--- src/design/ght_pkg.sv ---
// Shared codes and field widths for the generational handle table.
`default_nettype none
package ght_pkg;

  // field widths of the transfer payloads
  localparam int OP_W        = 3;
  localparam int IDX_IN_W    = 16;
  localparam int HGEN_W      = 16;
  localparam int STATUS_W    = 3;
  localparam int OUT_SLOT_W  = 4;
  localparam int OUT_GEN_W   = 16;
  localparam int COUNT_W     = 5;

  // operation codes
  localparam logic [OP_W-1:0] OP_INIT     = 3'd0;
  localparam logic [OP_W-1:0] OP_SHUTDOWN = 3'd1;
  localparam logic [OP_W-1:0] OP_CREATE   = 3'd2;
  localparam logic [OP_W-1:0] OP_UPDATE   = 3'd3;
  localparam logic [OP_W-1:0] OP_DESTROY  = 3'd4;
  localparam logic [OP_W-1:0] OP_VALIDATE = 3'd5;

  // status codes
  localparam logic [STATUS_W-1:0] ST_OK         = 3'd0;
  localparam logic [STATUS_W-1:0] ST_STALE      = 3'd1;
  localparam logic [STATUS_W-1:0] ST_BAD_MATRIX = 3'd2;
  localparam logic [STATUS_W-1:0] ST_NO_SLOT    = 3'd3;
  localparam logic [STATUS_W-1:0] ST_NOT_INIT   = 3'd4;

endpackage
`default_nettype wire

--- src/design/ght_ram.sv ---
// Generic single-write, single-read RAM with registered read data.
`default_nettype none
module ght_ram #(
  parameter int WIDTH = 16,
  parameter int DEPTH = 16
) (
  input  logic                     clk,
  input  logic                     wr_en,
  input  logic [$clog2(DEPTH)-1:0] wr_addr,
  input  logic [WIDTH-1:0]         wr_data,
  input  logic                     rd_en,
  input  logic [$clog2(DEPTH)-1:0] rd_addr,
  output logic [WIDTH-1:0]         rd_data
);

  logic [WIDTH-1:0] mem [DEPTH];

  always_ff @(posedge clk) begin
    if (wr_en) begin
      mem[wr_addr] <= wr_data;
    end
    if (rd_en) begin
      rd_data <= mem[rd_addr];
    end
  end

endmodule
`default_nettype wire

--- src/design/ght_gen_unit.sv ---
// Shared generation unit: handle compare and wrap-safe generation bump.
`default_nettype none
module ght_gen_unit #(
  parameter int GEN_BITS = 16
) (
  input  logic [GEN_BITS-1:0]       gen_rd,
  input  logic                      gen_live,
  input  logic [ght_pkg::HGEN_W-1:0] handle_generation,
  output logic                      gen_match,
  output logic [GEN_BITS-1:0]       gen_bumped
);

  logic [GEN_BITS-1:0] gen_cur;
  logic [GEN_BITS-1:0] gen_inc;

  // an entry never written since the last clear reads as generation zero
  assign gen_cur = gen_live ? gen_rd : '0;
  assign gen_inc = gen_cur + GEN_BITS'(1);
  // skip zero on wrap
  assign gen_bumped = (gen_inc == '0) ? GEN_BITS'(1) : gen_inc;
  assign gen_match  = (32'(gen_cur) == 32'(handle_generation));

endmodule
`default_nettype wire

--- src/design/generational_handle_table.sv ---
// Top level of the generational handle table: sequencer, slot state and result register.
//
// Usage: one request channel (in_valid / in_stall) carries op, slot_index,
// handle_generation, matrix_ok and storage_ok; one result channel
// (out_valid / out_stall) carries ok, status, out_slot, out_generation,
// active_count and peak_count. Every request gives exactly one result.
// A transfer happens on a rising edge with valid high and stall low.
// Steps, from request transfer to result valid:
//   init, shutdown, unused codes and early rejects: decode step only
//   update, destroy, validate: decode, one generation read, then check
//   create: decode, scan, bump, where the scan stops at the lowest free slot;
//   the sequencer scans the active bits one slot per cycle, so a full
//   table is scanned to its last slot before "no free slot" is reported.
// One request is in flight at a time; in_stall is high while it is worked.
// A new request is taken while the previous result still waits; the next
// result is held in its final step until the output register is free, so
// a stalled receiver holds the block, never drops or repeats a result.
// Reset clears every slot, the ready flag, both counts and the output
// valid flag; generation storage needs no clearing pass (per-slot live bits).
`default_nettype none
module generational_handle_table #(
  parameter int SLOT_COUNT = 16,
  parameter int GEN_BITS   = 16
) (
  input  logic                              clk,
  input  logic                              rst,
  input  logic                              in_valid,
  output logic                              in_stall,
  input  logic [ght_pkg::OP_W-1:0]          op,
  input  logic [ght_pkg::IDX_IN_W-1:0]      slot_index,
  input  logic [ght_pkg::HGEN_W-1:0]        handle_generation,
  input  logic                              matrix_ok,
  input  logic                              storage_ok,
  output logic                              out_valid,
  input  logic                              out_stall,
  output logic                              ok,
  output logic [ght_pkg::STATUS_W-1:0]      status,
  output logic [ght_pkg::OUT_SLOT_W-1:0]    out_slot,
  output logic [ght_pkg::OUT_GEN_W-1:0]     out_generation,
  output logic [ght_pkg::COUNT_W-1:0]       active_count,
  output logic [ght_pkg::COUNT_W-1:0]       peak_count
);
  import ght_pkg::*;

  localparam int IDX_W = $clog2(SLOT_COUNT);
  localparam int CNT_W = $clog2(SLOT_COUNT + 1);
  localparam logic [IDX_W-1:0] LAST_SLOT = IDX_W'(SLOT_COUNT - 1);

  // sequencer states
  localparam logic [2:0] S_IDLE   = 3'd0;
  localparam logic [2:0] S_DECODE = 3'd1;
  localparam logic [2:0] S_SCAN   = 3'd2;
  localparam logic [2:0] S_BUMP   = 3'd3;
  localparam logic [2:0] S_CHECK  = 3'd4;

  // table side effects applied when a result is committed
  localparam logic [2:0] ACT_NONE    = 3'd0;
  localparam logic [2:0] ACT_INIT    = 3'd1;
  localparam logic [2:0] ACT_SHUT    = 3'd2;
  localparam logic [2:0] ACT_CREATE  = 3'd3;
  localparam logic [2:0] ACT_DESTROY = 3'd4;

  logic [2:0]            state;
  logic [2:0]            state_next;
  logic [IDX_W-1:0]      ptr;
  logic [IDX_W-1:0]      ptr_next;

  // latched request
  logic [OP_W-1:0]       op_q;
  logic [IDX_W-1:0]      idx_q;
  logic                  in_range_q;
  logic [HGEN_W-1:0]     hgen_q;
  logic                  mat_q;
  logic                  store_q;

  // table state
  logic [SLOT_COUNT-1:0] slot_active;
  logic [SLOT_COUNT-1:0] gen_live;
  logic                  table_ready;
  logic [CNT_W-1:0]      active_cnt;
  logic [CNT_W-1:0]      peak;

  // sequencer outputs
  logic                  accept;
  logic                  in_range;
  logic                  out_free;
  logic                  fin;
  logic                  commit;
  logic                  res_ok;
  logic [STATUS_W-1:0]   res_status;
  logic [2:0]            act;
  logic [CNT_W-1:0]      cnt_after;
  logic [CNT_W-1:0]      peak_after;

  // generation storage and shared unit
  logic                  rd_en;
  logic [IDX_W-1:0]      rd_addr;
  logic [GEN_BITS-1:0]   rd_data;
  logic [IDX_W-1:0]      sel_slot;
  logic                  gen_match;
  logic [GEN_BITS-1:0]   gen_bumped;

  // widened copies for truncation onto the result fields
  logic [31:0]           cnt_wide;
  logic [31:0]           peak_wide;
  logic [31:0]           slot_wide;
  logic [31:0]           gen_wide;

  assign in_stall = (state != S_IDLE);
  assign accept   = in_valid && !in_stall;
  assign out_free = !out_valid || !out_stall;
  assign commit   = fin && out_free;
  assign in_range = (32'(slot_index) < 32'(SLOT_COUNT));

  // the slot whose generation is on the read port
  assign sel_slot = (state == S_CHECK) ? idx_q : ptr;

  ght_ram #(
    .WIDTH (GEN_BITS),
    .DEPTH (SLOT_COUNT)
  ) u_gen_ram (
    .clk     (clk),
    .wr_en   (commit && (act == ACT_CREATE)),
    .wr_addr (ptr),
    .wr_data (gen_bumped),
    .rd_en   (rd_en),
    .rd_addr (rd_addr),
    .rd_data (rd_data)
  );

  ght_gen_unit #(
    .GEN_BITS (GEN_BITS)
  ) u_gen_unit (
    .gen_rd            (rd_data),
    .gen_live          (gen_live[sel_slot]),
    .handle_generation (hgen_q),
    .gen_match         (gen_match),
    .gen_bumped        (gen_bumped)
  );

  // sequencer
  always_comb begin
    state_next = state;
    ptr_next   = ptr;
    fin        = 1'b0;
    res_ok     = 1'b0;
    res_status = ST_OK;
    act        = ACT_NONE;
    rd_en      = 1'b0;
    rd_addr    = ptr;
    case (state)
      S_IDLE: begin
        if (accept) begin
          state_next = S_DECODE;
        end
      end
      S_DECODE: begin
        case (op_q)
          OP_INIT: begin
            fin    = 1'b1;
            res_ok = 1'b1;
            act    = ACT_INIT;
          end
          OP_SHUTDOWN: begin
            fin    = 1'b1;
            res_ok = 1'b1;
            act    = ACT_SHUT;
          end
          OP_CREATE: begin
            if (!table_ready) begin
              fin        = 1'b1;
              res_status = ST_NOT_INIT;
            end else if (!mat_q) begin
              fin        = 1'b1;
              res_status = ST_BAD_MATRIX;
            end else if (!store_q) begin
              fin        = 1'b1;
              res_status = ST_NO_SLOT;
            end else begin
              ptr_next   = '0;
              state_next = S_SCAN;
            end
          end
          OP_UPDATE, OP_DESTROY, OP_VALIDATE: begin
            if (!table_ready) begin
              fin        = 1'b1;
              res_status = ST_NOT_INIT;
            end else if (!in_range_q) begin
              fin        = 1'b1;
              res_status = ST_STALE;
            end else begin
              rd_en      = 1'b1;
              rd_addr    = idx_q;
              state_next = S_CHECK;
            end
          end
          default: begin
            fin = 1'b1;
          end
        endcase
      end
      S_SCAN: begin
        if (!slot_active[ptr]) begin
          rd_en      = 1'b1;
          state_next = S_BUMP;
        end else if (ptr == LAST_SLOT) begin
          fin        = 1'b1;
          res_status = ST_NO_SLOT;
        end else begin
          ptr_next = ptr + IDX_W'(1);
        end
      end
      S_BUMP: begin
        fin    = 1'b1;
        res_ok = 1'b1;
        act    = ACT_CREATE;
      end
      S_CHECK: begin
        fin = 1'b1;
        if (!(slot_active[idx_q] && gen_match)) begin
          res_status = ST_STALE;
        end else if ((op_q == OP_UPDATE) && !mat_q) begin
          res_status = ST_BAD_MATRIX;
        end else begin
          res_ok = 1'b1;
          if (op_q == OP_DESTROY) begin
            act = ACT_DESTROY;
          end
        end
      end
      default: begin
        state_next = S_IDLE;
      end
    endcase
    // hold the final step until the output register can take the result
    if (fin) begin
      state_next = commit ? S_IDLE : state;
    end
  end

  // counts after the operation
  always_comb begin
    cnt_after  = active_cnt;
    peak_after = peak;
    case (act)
      ACT_INIT: begin
        cnt_after  = '0;
        peak_after = '0;
      end
      ACT_SHUT: begin
        cnt_after = '0;
      end
      ACT_CREATE: begin
        cnt_after = active_cnt + CNT_W'(1);
        if (cnt_after > peak) begin
          peak_after = cnt_after;
        end
      end
      ACT_DESTROY: begin
        cnt_after = active_cnt - CNT_W'(1);
      end
      default: begin
        cnt_after = active_cnt;
      end
    endcase
  end

  assign cnt_wide  = 32'(cnt_after);
  assign peak_wide = 32'(peak_after);
  assign slot_wide = 32'(ptr);
  assign gen_wide  = 32'(gen_bumped);

  // control state and table state
  always_ff @(posedge clk) begin
    if (rst) begin
      state       <= S_IDLE;
      ptr         <= '0;
      out_valid   <= 1'b0;
      slot_active <= '0;
      gen_live    <= '0;
      table_ready <= 1'b0;
      active_cnt  <= '0;
      peak        <= '0;
    end else begin
      state <= state_next;
      ptr   <= ptr_next;
      // load a new result, or drop the old one once it has been taken
      if (commit) begin
        out_valid <= 1'b1;
      end else if (!out_stall) begin
        out_valid <= 1'b0;
      end
      if (commit) begin
        active_cnt <= cnt_after;
        peak       <= peak_after;
        case (act)
          ACT_INIT: begin
            slot_active <= '0;
            gen_live    <= '0;
            table_ready <= 1'b1;
          end
          ACT_SHUT: begin
            slot_active <= '0;
            gen_live    <= '0;
            table_ready <= 1'b0;
          end
          ACT_CREATE: begin
            slot_active[ptr] <= 1'b1;
            gen_live[ptr]    <= 1'b1;
          end
          ACT_DESTROY: begin
            slot_active[idx_q] <= 1'b0;
          end
          default: begin
            table_ready <= table_ready;
          end
        endcase
      end
    end
  end

  // request latch and result register
  always_ff @(posedge clk) begin
    if (accept) begin
      op_q       <= op;
      idx_q      <= slot_index[IDX_W-1:0];
      in_range_q <= in_range;
      hgen_q     <= handle_generation;
      mat_q      <= matrix_ok;
      store_q    <= storage_ok;
    end
    if (commit) begin
      ok           <= res_ok;
      status       <= res_status;
      active_count <= cnt_wide[COUNT_W-1:0];
      peak_count   <= peak_wide[COUNT_W-1:0];
      if (act == ACT_CREATE) begin
        out_slot       <= slot_wide[OUT_SLOT_W-1:0];
        out_generation <= gen_wide[OUT_GEN_W-1:0];
      end else begin
        out_slot       <= '0;
        out_generation <= '0;
      end
    end
  end

  // running count tracks the active bits
  a_count_matches : assert property (@(posedge clk) disable iff (rst)
    $countones(slot_active) == 32'(active_cnt))
    else $error("active count out of step with active bits");

  // peak never falls below the current count
  a_peak_covers : assert property (@(posedge clk) disable iff (rst)
    peak >= active_cnt)
    else $error("peak count below active count");

  // a committed create leaves its slot active
  a_create_marks : assert property (@(posedge clk) disable iff (rst)
    (state == S_BUMP) && commit |=> slot_active[ptr] && gen_live[ptr])
    else $error("created slot not marked active");

  // the free-slot scan only runs on a ready table
  a_scan_ready : assert property (@(posedge clk) disable iff (rst)
    (state == S_SCAN) || (state == S_BUMP) |-> table_ready)
    else $error("slot scan on a table that is not ready");

endmodule
`default_nettype wire
--- config.mk ---
export PLATFORM = sky130hd
export DESIGN_NAME = generational_handle_table
export DESIGN_NICKNAME = d
export VERILOG_FILES = /design/src/design/ght_pkg.sv /design/src/design/ght_ram.sv /design/src/design/ght_gen_unit.sv /design/src/design/generational_handle_table.sv
export SDC_FILE = /design/constraint.sdc
export NUM_CORES = 1
export LEC_CHECK = 0
export BUFFER_PORTS_ARGS = -buffer_cell sky130_fd_sc_hd__buf_4
export CAP_MARGIN = 20
export CELL_PAD_IN_SITES_DETAIL_PLACEMENT = 1
export CELL_PAD_IN_SITES_GLOBAL_PLACEMENT = 1
export CORE_AREA = 3 3 179 181
export DETAILED_ROUTE_END_ITERATION = 16
export DIE_AREA = 0 0 182 184
export PLACE_DENSITY_LB_ADDON = 0.25
export SLEW_MARGIN = 20
export SYNTH_ARGS = -nofsm -noshare
export SYNTH_HDL_FRONTEND = slang
export SYNTH_SLANG_ARGS = --single-unit
--- constraint.sdc ---
create_clock -name clk -period 8.3 [get_ports clk]
set_input_delay 0.83 -clock clk [delete_from_list [all_inputs] [get_ports clk]]
set_output_delay 0.83 -clock clk [all_outputs]
set_load 0.02 [all_outputs]
==> run metrics, run 1 <==
met3 wire length 3384 µm; drt total wl between 40000 and 50000 µm; setup TNS 0 ns; Post-Syn Instances 1319; CP Max Fanout 18; Port Buffers 76; number of flops mapped to enable cells by yosys roughly 330; first-pass GRT wire length 74560 µm; # Max-Cap Violations 0; cts hold-fix bufs 0; WL/cell 27.18 µm; syn nets 1372; cell taking the most area after synthesis edfxtp_1; area grow syn2layout 14.27%; CTS Buffer Depth 3; synthesized flop and latch total 383; clock slew at reported path FFs 0.06 ns; Setup Buffers After CTS 0; RSZ-0062 raised after global routing false; initial antenna violation count 0; depth of the CTS H-tree 2; Worst R2R Path Depth 16; largest cells by area after synthesis edfxtp_1, dfxtp_1, a211oi_1; Min Clock Period, post-route approximately 6.1 ns; Netlist cell types 67; row cnt 64; Tightest Pin Transition around 1.1 ns; Lkg Pwr 6.604 nW; DR vias ~12000; DIE AREA 33490 µm²; most common cell after layout, fill and taps aside edfxtp_1; crit path DAT 6.56 ns; CTS buffer count 41; max_slew headroom 26.07%; Die Y approximately 180 µm; met2 WL 24320 µm; top layer reached by signal wires met4; crit start category register; Vias per Instance 6.497; most frequent cells in the layout edfxtp_1, nand2_1, buf_4; Final setup viols 0; vias in the first global route ~12000; core area approximately 31000 µm²; Worst Hold Depth 1; die width 182 µm; CTS tree yes; Worst Path Required 8.73 ns; Final Hold Fails 0; status finished, final reports clean; final net count 1436; skew final 0.01881 ns; worst setup path class reg -> reg; DRC errors left 0; sequential element share of the synthesized area about two thirds; io pins between 70 and 80; drt pass-1 iters 7; Fmax 163.2 MHz; final hold slack 0.4427 ns; Crit. End Element register; met1 WL approximately 20000 µm; Clock Latency Late Sink 0.56 ns; worst min path class in -> reg; largest net degree at the start of global routing 78; Fillers between 2000 and 3000; Slew Limit Fails 0; final worst path period share 73.84%; synthesized area per cell between 10 and 15 µm²; share of cells above drive strength 1 roughly 15%; post_cts resized 0; routability cong. ~0.93; Overall Global Routing Usage 29.22%; CTS sink count ~380; Routed Antenna Nets 0; GR Overflow Total 0; Synth Flop Type edfxtp_1; cell area after synthesis ~17000 µm²; PD cells 254.0 nW/µm²; asr flop ratio synth 0%; Syn. warnings 0; hpwl dp between 20000 and 30000 µm; Synth top area share 59.77%; Initial Util 54.53%; DRT iter0 DRCs 1239; Max rail drop VDD 191.6 µV; clk root buf clkbuf_16
cells by family (layout without fill, tap and decap cells):
logic type	Yosys count	count (layout)	share of synthesized area, %
adder cells (fa/ha/maj)	12	12	0.9001
other	0	1	0
AO/OA/AOI/OAI	327	327	13.77
XOR/XNOR	22	22	1.155
buffers and inverters	123	218	3.053
multiplexers	38	38	3.240
AND/OR/NAND/NOR	414	414	11.99
flip-flops	383	383	65.89
worst paths after layout:
| check | from | endpoint | slack, ns |
|---|---|---|---|
| worst max-delay path | ptr[2] | out_generation[0] | 2.17 |
| worst min-delay path | op[0] | op_q[0] | 0.44 |
| worst max register to register | ptr[2] | out_generation[0] | 2.17 |
| worst min register to register | peak[3] | peak[3] | 0.50 |
layer usage:
layer / global-route usage, % / vias to the layer above
met5: 0 / -
met4: 9.963 / 0
met3: 3.957 / 104
met2: 50.01 / 504
met1: 38.83 / 6025
li1: - / 5133
critical path, cell delays in order, from the launching register on:
cell,delay [ns]
dfxtp_1,0.91
inv_1,0.39
o311ai_0,0.57
a2bb2oi_1,0.15
nand2_1,0.27
nand2_1,0.50
nor2_1,0.33
ha_1,0.30
nand3_1,0.14
nor2_1,0.26
nand3_1,0.15
xor2_1,0.30
nand3_1,0.13
or4_1,0.50
nor3_1,0.31
nand2b_1,0.56
and2_1,0.21
synthesized netlist by cell type (17+ instances only):
| library cell | n |
|---|---|
| a21oi_1 | 61 |
| nand2_1 | 174 |
| a211oi_1 | 89 |
| edfxtp_1 | 332 |
| a31oi_1 | 43 |
| a311oi_1 | 37 |
| dfxtp_1 | 51 |
| o21a_1 | 17 |
| o21ai_0 | 20 |
| mux2i_1 | 18 |
| nor3_1 | 27 |
| xnor2_1 | 17 |
| clkbuf_1 | 68 |
| inv_1 | 38 |
| nand3_1 | 22 |
| and2_1 | 59 |
| nor2_1 | 61 |
power by group:
part           internal [W]  leakage (nW)  switching (W)  total, W
sequential          0.00224          3.68       0.000113   0.00235
clock               0.00102         0.628       0.000771   0.00179
combinational      0.000246          2.30       0.000455  0.000701
registers in the layout, summed over array words and instances, names as in the netlist, 3 cells and up:
name / flops
active_count: 5
gen_live: 16
active_cnt: 5
slot_active: 16
out_generation: 16
state: 3
peak_count: 5
idx_q: 4
u_gen_ram.mem: 256
out_slot: 4
peak: 5
op_q: 3
status: 3
hgen_q: 16
ptr: 4
u_gen_ram.rd_data: 16
final cells by class:
class,instances,area [µm²],share of cell area (%)
Antenna cell,1,2.502,0.01313
Clock buffer,53,1071,5.619
Clock inverter,21,227.7,1.195
Inverter,39,148.9,0.7811
Multi-Input combinational cell,813,5338,28.00
Sequential cell,383,10990,57.66
Tap cell,396,495.5,2.599
Timing Repair Buffer,105,788.3,4.135
stage by stage:
step / cell area (µm²) / worst slack (ns) / instances / utilization [%] / power [W]
after global routing: 19060 / 1.834 / 1810 / 62.31 / 0.005013
after global placement: 17720 / 3.051 / 1734 / 57.94 / 0.003046
final: 19060 / 2.171 / 1811 / 62.32 / 0.004841
after detailed placement: 17730 / 2.503 / 1734 / 57.96 / 0.003078
after floorplan: 16680 / 4.055 / 1319 / - / 0.002804
after CTS: 19030 / 2.413 / 1808 / 62.21 / 0.004852
Power figures use the tool's default switching activity.
==> run 2, diff against run 1 <==
- CORE_AREA: 3 3 179 181 -> 3 3 185 187
- DIE_AREA: 0 0 182 184 -> 0 0 188 190
- clock period: 8.3 -> 6.35 ns (I/O delays scaled with it)
==> run 2 against run 1 <==
Final cell count rose by 2.7%. Global-route usage fell by 1.6 points. Critical endpoint unchanged. Via count fell by 0.24%. Largest power group unchanged. Critical path type unchanged. First-iteration DRC count fell by 8.0%. Die area rose by 6.7%. Combinational power rose by 33%.
==> run metrics, run 2 (synthesized netlist as in run 1, its figures left out) <==
status finished, final reports clean; critical path's largest stage delay 0.91 ns (about the same); Worst Path Required 6.76 ns (-1.97 ns); DIE AREA 35720 µm² (+6.7%); routability cong. 0.9178 (-1.5%); CTS buffer count 41 (unchanged); reg2reg setup slack 0.77 ns (-1.41 ns); final net count 1439 (+0.21%); clock slew at reported path FFs 0.06 ns (about the same); io pins 77 (unchanged); Clock Latency Late Sink 0.55 ns (about the same); delay-heaviest family, CP simple AND/OR/NAND/NOR gates; initial antenna violation count 0 (unchanged); final non-filler cell area 19210 µm² (+0.77%); number of flip-flops in the largest register 256 (unchanged); clk root buf clkbuf_16; Top cell by count, worst path nand2_1; # Max-Cap Violations 0 (unchanged); final worst path period share 87.94% (+14 points); most common cell after layout, fill and taps aside edfxtp_1; Die Y 190 µm (+3.3%); first-pass GRT wire length 74710 µm (+0.20%); Worst R2R Path Depth 17 (+1); area grow syn2layout 15.16%; skew final 0.02332 ns (+0.004509 ns); Tightest Pin Transition 1.125 ns (+0.02117 ns); largest register by flop count u_gen_ram.mem; RSZ-0062 raised after global routing false; CTS Buffer Depth 3 (unchanged); Worst path depth 17 (+1); Min Clock Period, post-route 5.584 ns (-0.5450 ns); Max rail drop VDD 249.2 µV (+30%); die width 188 µm (+3.3%); Overall Global Routing Usage 27.62% (-1.6 points); Reg2Reg Capture Point out_generation[0]; RR Startpoint ptr[2]; WL/cell 26.82 µm (-1.3%); PD cells 332.3 nW/µm² (+31%); setup TNS 0 ns (unchanged); worst setup path class reg -> reg; Cell Int Power 0.004640 W (+32%); buffers plus inverters on the worst setup path 2 (+1); Vias per Instance 6.311 (-2.9%); CP Max Fanout 17 (-1); cts hold-fix bufs 0 (unchanged); DP Area 17830 µm² (+0.56%); Final setup viols 0 (unchanged); Setup Buffers After CTS 0 (unchanged); Psw 0.001743 W (+30%); Routed Antenna Nets 0 (unchanged); GR Overflow Total 0 (unchanged); crit start category register; critical path cell sequence inv_1 > o311ai_0 > a2bb2oi_1 > nand2_1 > nand2_1 > buf_4 > nor2_1 > ha_1 > nand3_1 > nor2_1 > nand2_1 > xnor2_1 > nand3_1 > or4_1 > nor3_1 > nand2b_1 > and2_1; hpwl dp 30310 µm (+1.6%); drt total wl 49890 µm (+1.3%); Lkg Pwr 6.653 nW (+0.73%); CTS sink count 383 (unchanged); post_cts resized 0 (unchanged); DR vias 11740 (-0.24%); DRC errors left 0 (unchanged); worst min path class in -> reg; DRT iter0 DRCs 1140 (-8.0%); Final Hold Fails 0 (unchanged); Worst Hold Depth 1 (unchanged); most frequent cells in the layout edfxtp_1, nand2_1, buf_4; Port Buffers 76 (unchanged); vias in the first global route 12190 (-0.23%); # diodes 0 (-1); slowest CP cell dfxtp_1; Initial Util 51.14% (-3.4 points); depth of the CTS H-tree 2 (unchanged); Comb pwr share 14.5% (about the same); share of cells above drive strength 1 16.29% (+0.87 points); crit path DAT 5.99 ns (-0.57 ns); core area 32620 µm² (+6.6%); switching portion of total power 27.31% (-0.34 points); drt pass-1 iters 5 (-2); Fillers 3234 (+8.4%); clock share of power 37.2% (+0.3 points); Fmax 179.1 MHz (+9.8%); sequential power share 48.3% (-0.3 points); Slew Limit Fails 0 (unchanged); largest net degree at the start of global routing 129 (+65%); Crit. End Element register; max_slew headroom 24.58% (-1.5 points); hold endpoint hgen_q[0]; Hold Startpoint handle_generation[0]; CTS tree yes; row cnt 66 (+3.1%)
-- run 2: cell count changes in the layout (fill, tap and decap cells not counted), moves of 2 or more --
cell       delta
clkinv_4      -2
clkbuf_1      -3
bufinv_16     -2
clkinv_2      +2
inv_4         +2
clkbuf_16     +3
clkbuf_8      +6
clkinv_1      -5
buf_4         +2
-- run 2: power groups by stage --
stage	clock network [W]	logic [W]	registers [W]
after floorplan	0	0.000523	0.00314
after global placement	0	0.000881	0.00311
after detailed placement	0	0.000913	0.00313
after CTS	0.00240	0.000922	0.00308
after global routing	0.00251	0.00100	0.00310
final	0.00237	0.000929	0.00308
-- run 2: area by class of cell --
cell class | instances | area (µm²) | area share [%]
inverter | 39 | 148.9 | 0.7751
timing repair buffer | 108 | 823.3 | 4.286
clock buffer | 59 | 1217 | 6.338
sequential | 383 | 10990 | 57.21
tap | 442 | 553.0 | 2.879
multi-input combinational | 813 | 5345 | 27.83
clock inverter | 16 | 131.4 | 0.6839
-- run 2: through the flow --
stage / std cells / worst slack [ns] / utilization [%] / power (W) / hold slack, ns
detailed placement: 1783 / 1.001 / 54.66 / 0.004041 / 0.4755
global placement: 1782 / 1.271 / 54.60 / 0.003995 / 0.4776
global route: 1860 / 0.4075 / 58.89 / 0.006609 / 0.2613
finish: 1860 / 0.7660 / 58.89 / 0.006383 / 0.2724
floorplan: 1319 / 2.105 / - / 0.003665 / 0.4515
CTS: 1858 / 0.9872 / 58.80 / 0.006399 / 0.2616
-- run 2: per-layer routing --
metal,vias up,track usage (%),share of wire [%]
met5,-,0,0
met4,0,9.495,3.3
met3,115,3.999,6.2
met2,437,46.67,49
met1,6045,36.92,42
li1,5141,-,-
-- run 2: worst max path at each step --
stage	start	to	slack [ns]
2_1_floorplan	state[0]	out_generation[0]	2.11
3_3_place_gp	ptr[2]	out_generation[0]	1.27
3_5_place_dp	ptr[2]	out_generation[0]	1.00
4_1_cts	ptr[0]	out_generation[0]	0.99
5_1_grt	ptr[0]	out_generation[0]	0.41
6_report	ptr[2]	out_generation[0]	0.77
==> run 3, diff against run 2 <==
- ABC_AREA: default -> 1
- CORE_AREA: 3 3 185 187 -> 3 3 191 193
- DIE_AREA: 0 0 188 190 -> 0 0 194 196
==> run 3 against run 2 <==
First-iteration DRC count grew 1.4%. Count of clock-buffer cells in the layout grew 4. Via count grew 13%. Non-clock buffer count shrank 5. Setup slack gained 0.63 ns. Flip-flop and latch count is the same. Final cell count grew 19%. Worst hold slack lost 0.017 ns. Total power grew 1.8%. Die area grew 6.5%.
==> run metrics, run 3 <==
largest net degree at the start of global routing 89 (-31%); share of cells above drive strength 1 12.22% (-4.1 points); CTS tree yes; DP Area 18180 µm² (+2.0%); post_cts resized 0 (unchanged); RSZ-0062 raised after global routing false; Overall Global Routing Usage 27.46% (-0.16 points); Final setup viols 0 (unchanged); number of flip-flops in the largest register 256 (unchanged); worst min path class in -> reg; DRT iter0 DRCs 1156 (+1.4%); row cnt 68 (+3.0%); Synth top area share 58.52% (-1.3 points); Initial Util 49.08% (-2.1 points); max_slew headroom 23.24% (-1.3 points); cell area after synthesis 17040 µm² (+2.1%); Min Clock Period, post-route 4.955 ns (-0.6295 ns); largest cells by area after synthesis edfxtp_1, nor2_1, dfxtp_1; most frequent cells in the layout edfxtp_1, nor2_1, nand2_1; setup TNS 0 ns (unchanged); Clock Latency Late Sink 0.57 ns (+0.02 ns); # diodes 0 (unchanged); cts hold-fix bufs 0 (unchanged); Netlist cell types 41 (-39%); final non-filler cell area 19490 µm² (+1.5%); hpwl dp 32920 µm (+8.6%); skew final 0.02564 ns (+0.002321 ns); Syn. warnings 0 (unchanged); Final Hold Fails 0 (unchanged); synthesized flop and latch total 383 (unchanged); initial antenna violation count 1 (+1); crit path DAT 5.24 ns (-0.75 ns); most frequent cells after synthesis edfxtp_1, nor2_1, nand2_1; PD cells 333.2 nW/µm² (+0.29%); Setup Buffers After CTS 0 (unchanged); crit start category register; Tightest Pin Transition 1.147 ns (+0.02200 ns); depth of the CTS H-tree 2 (unchanged); Port Buffers 76 (unchanged); DIE AREA 38020 µm² (+6.5%); # Max-Cap Violations 0 (unchanged); DR vias 13260 (+13%); worst setup path class reg -> reg; GR Overflow Total 0 (unchanged); final worst path period share 78.02% (-9.9 points); CTS sink count 383 (unchanged); syn nets 1705 (+24%); Vias per Instance 5.988 (-5.1%); Die Y 196 µm (+3.2%); routability cong. 0.8470 (-7.7%); CTS Buffer Depth 3 (unchanged); synthesized area per cell 10.31 µm² (-18%); clock slew at reported path FFs 0.06 ns (about the same); core area 34710 µm² (+6.4%); clk root buf clkbuf_16; largest register by flop count u_gen_ram.mem; final net count 1780 (+24%); drt pass-1 iters 5 (unchanged); drt total wl 53130 µm (+6.5%); status finished, final reports clean; Worst Path Required 6.63 ns (-0.13 ns); DRC errors left 0 (unchanged); Crit. End Element register; CP Max Fanout 27 (+10); first-pass GRT wire length 81510 µm (+9.1%); die width 194 µm (+3.2%); sequential element share of the synthesized area 64.51% (-1.4 points); count leader, synth edfxtp_1; Synth Flop Type edfxtp_1; number of flops mapped to enable cells by yosys 332 (unchanged); area grow syn2layout 14.42%; most common cell after layout, fill and taps aside edfxtp_1; Lkg Pwr 7.392 nW (+11%); asr flop ratio synth 0% (unchanged); Max rail drop VDD 306.5 µV (+23%); vias in the first global route 14060 (+15%); Post-Syn Instances 1652 (+25%); io pins 77 (unchanged); reg2reg setup slack 1.40 ns (+0.63 ns); cell taking the most area after synthesis edfxtp_1; Slew Limit Fails 0 (unchanged); Fmax 201.8 MHz (+13%); CTS buffer count 42 (+2.4%); Routed Antenna Nets 0 (unchanged); WL/cell 24.00 µm (-11%)
run 3: cell count changes in the layout (fill, tap and decap cells not counted), sizes merged, moves of 37 or more:
cell,change
and2,-73
nor2,+241
a311oi,-37
nand2,+57
a211oi,-85
o221ai,+38
a31oi,-43
nand3,+70
inv,+99
o21ai,+180
run 3: cell families (layout without fill, tap and decap cells):
logic type	after synthesis	count (layout)	synth area share [%]
xor gates and xnor gates	9	9	0.4627
adders and majority gates	12	12	0.8812
AOI/OAI and AO/OA	349	349	11.84
DFF	383	383	64.51
buffers and inverters	213	320	4.972
and+or+nand+nor	686	686	17.34
run 3: metrics by stage:
stage	hold WS, ns	power [W]	instances	utilization, %	worst slack (ns)
3_3_place_gp	0.4629	0.004110	2138	52.37	1.669
3_5_place_dp	0.4697	0.004170	2138	52.37	1.333
4_1_cts	0.2382	0.006520	2214	56.14	1.182
5_1_grt	0.2371	0.006760	2214	56.16	0.9286
2_1_floorplan	0.4412	0.003731	1652	-	2.829
6_report	0.2555	0.006496	2214	56.16	1.395
run 3: worst paths after layout:
path | from | end | depth (start not counted)
setup / recovery | ptr[0] | u_gen_ram.mem[4][1] | 21
hold / removal | handle_generation[7] | hgen_q[7] | 1
hold reg to reg | gen_live[3] | gen_live[3] | 2
setup reg to reg | ptr[0] | u_gen_ram.mem[4][1] | 21
run 3: cell type report:
class	instances	area, µm²
clock buffer	63	1150
fill	3780	15220
timing repair buffer	103	785.8
tap	455	569.3
multi-input combinational	1056	5311
sequential	383	10990
clock inverter	13	157.7
inverter	141	530.5
run 3: layer usage:
| metal | vias up | track usage, % | part of all wire [%] |
|---|---|---|---|
| li1 | 5964 | - | - |
| met1 | 6710 | 36.25 | 41 |
| met2 | 465 | 47.55 | 50 |
| met3 | 117 | 3.211 | 5.6 |
| met4 | 2 | 9.335 | 3.0 |
| met5 | - | 0 | 0.021 |
run 3: critical path, stage by stage, from the launching register on:
cell and delay, ns:
dfxtp_1 0.70, inv_2 0.22, nand2_1 0.31, nand3_1 0.11, nand3_1 0.11, nand3_1 0.14, nand3b_4 0.36, nand3_1 0.23
inv_1 0.16, ha_1 0.20, inv_1 0.06, nor2_1 0.16, nand2_1 0.16, nor2_1 0.26, nand3_1 0.16, nand2_1 0.46
nor2_1 0.12, nand2_1 0.09, inv_1 0.06, nand2_1 0.10, nand2_1 0.11, inv_1 0.40
run 3: power breakdown:
group / switching, W / leakage (nW) / internal, W / total (W)
Clock: 0.00101 / 0.629 / 0.00135 / 0.00236
Combinational: 0.000807 / 3.15 / 0.000330 / 0.00114
Sequential: 0.000105 / 3.61 / 0.00290 / 0.00300
Total: 0.00192 / 7.39 / 0.00457 / 0.00650
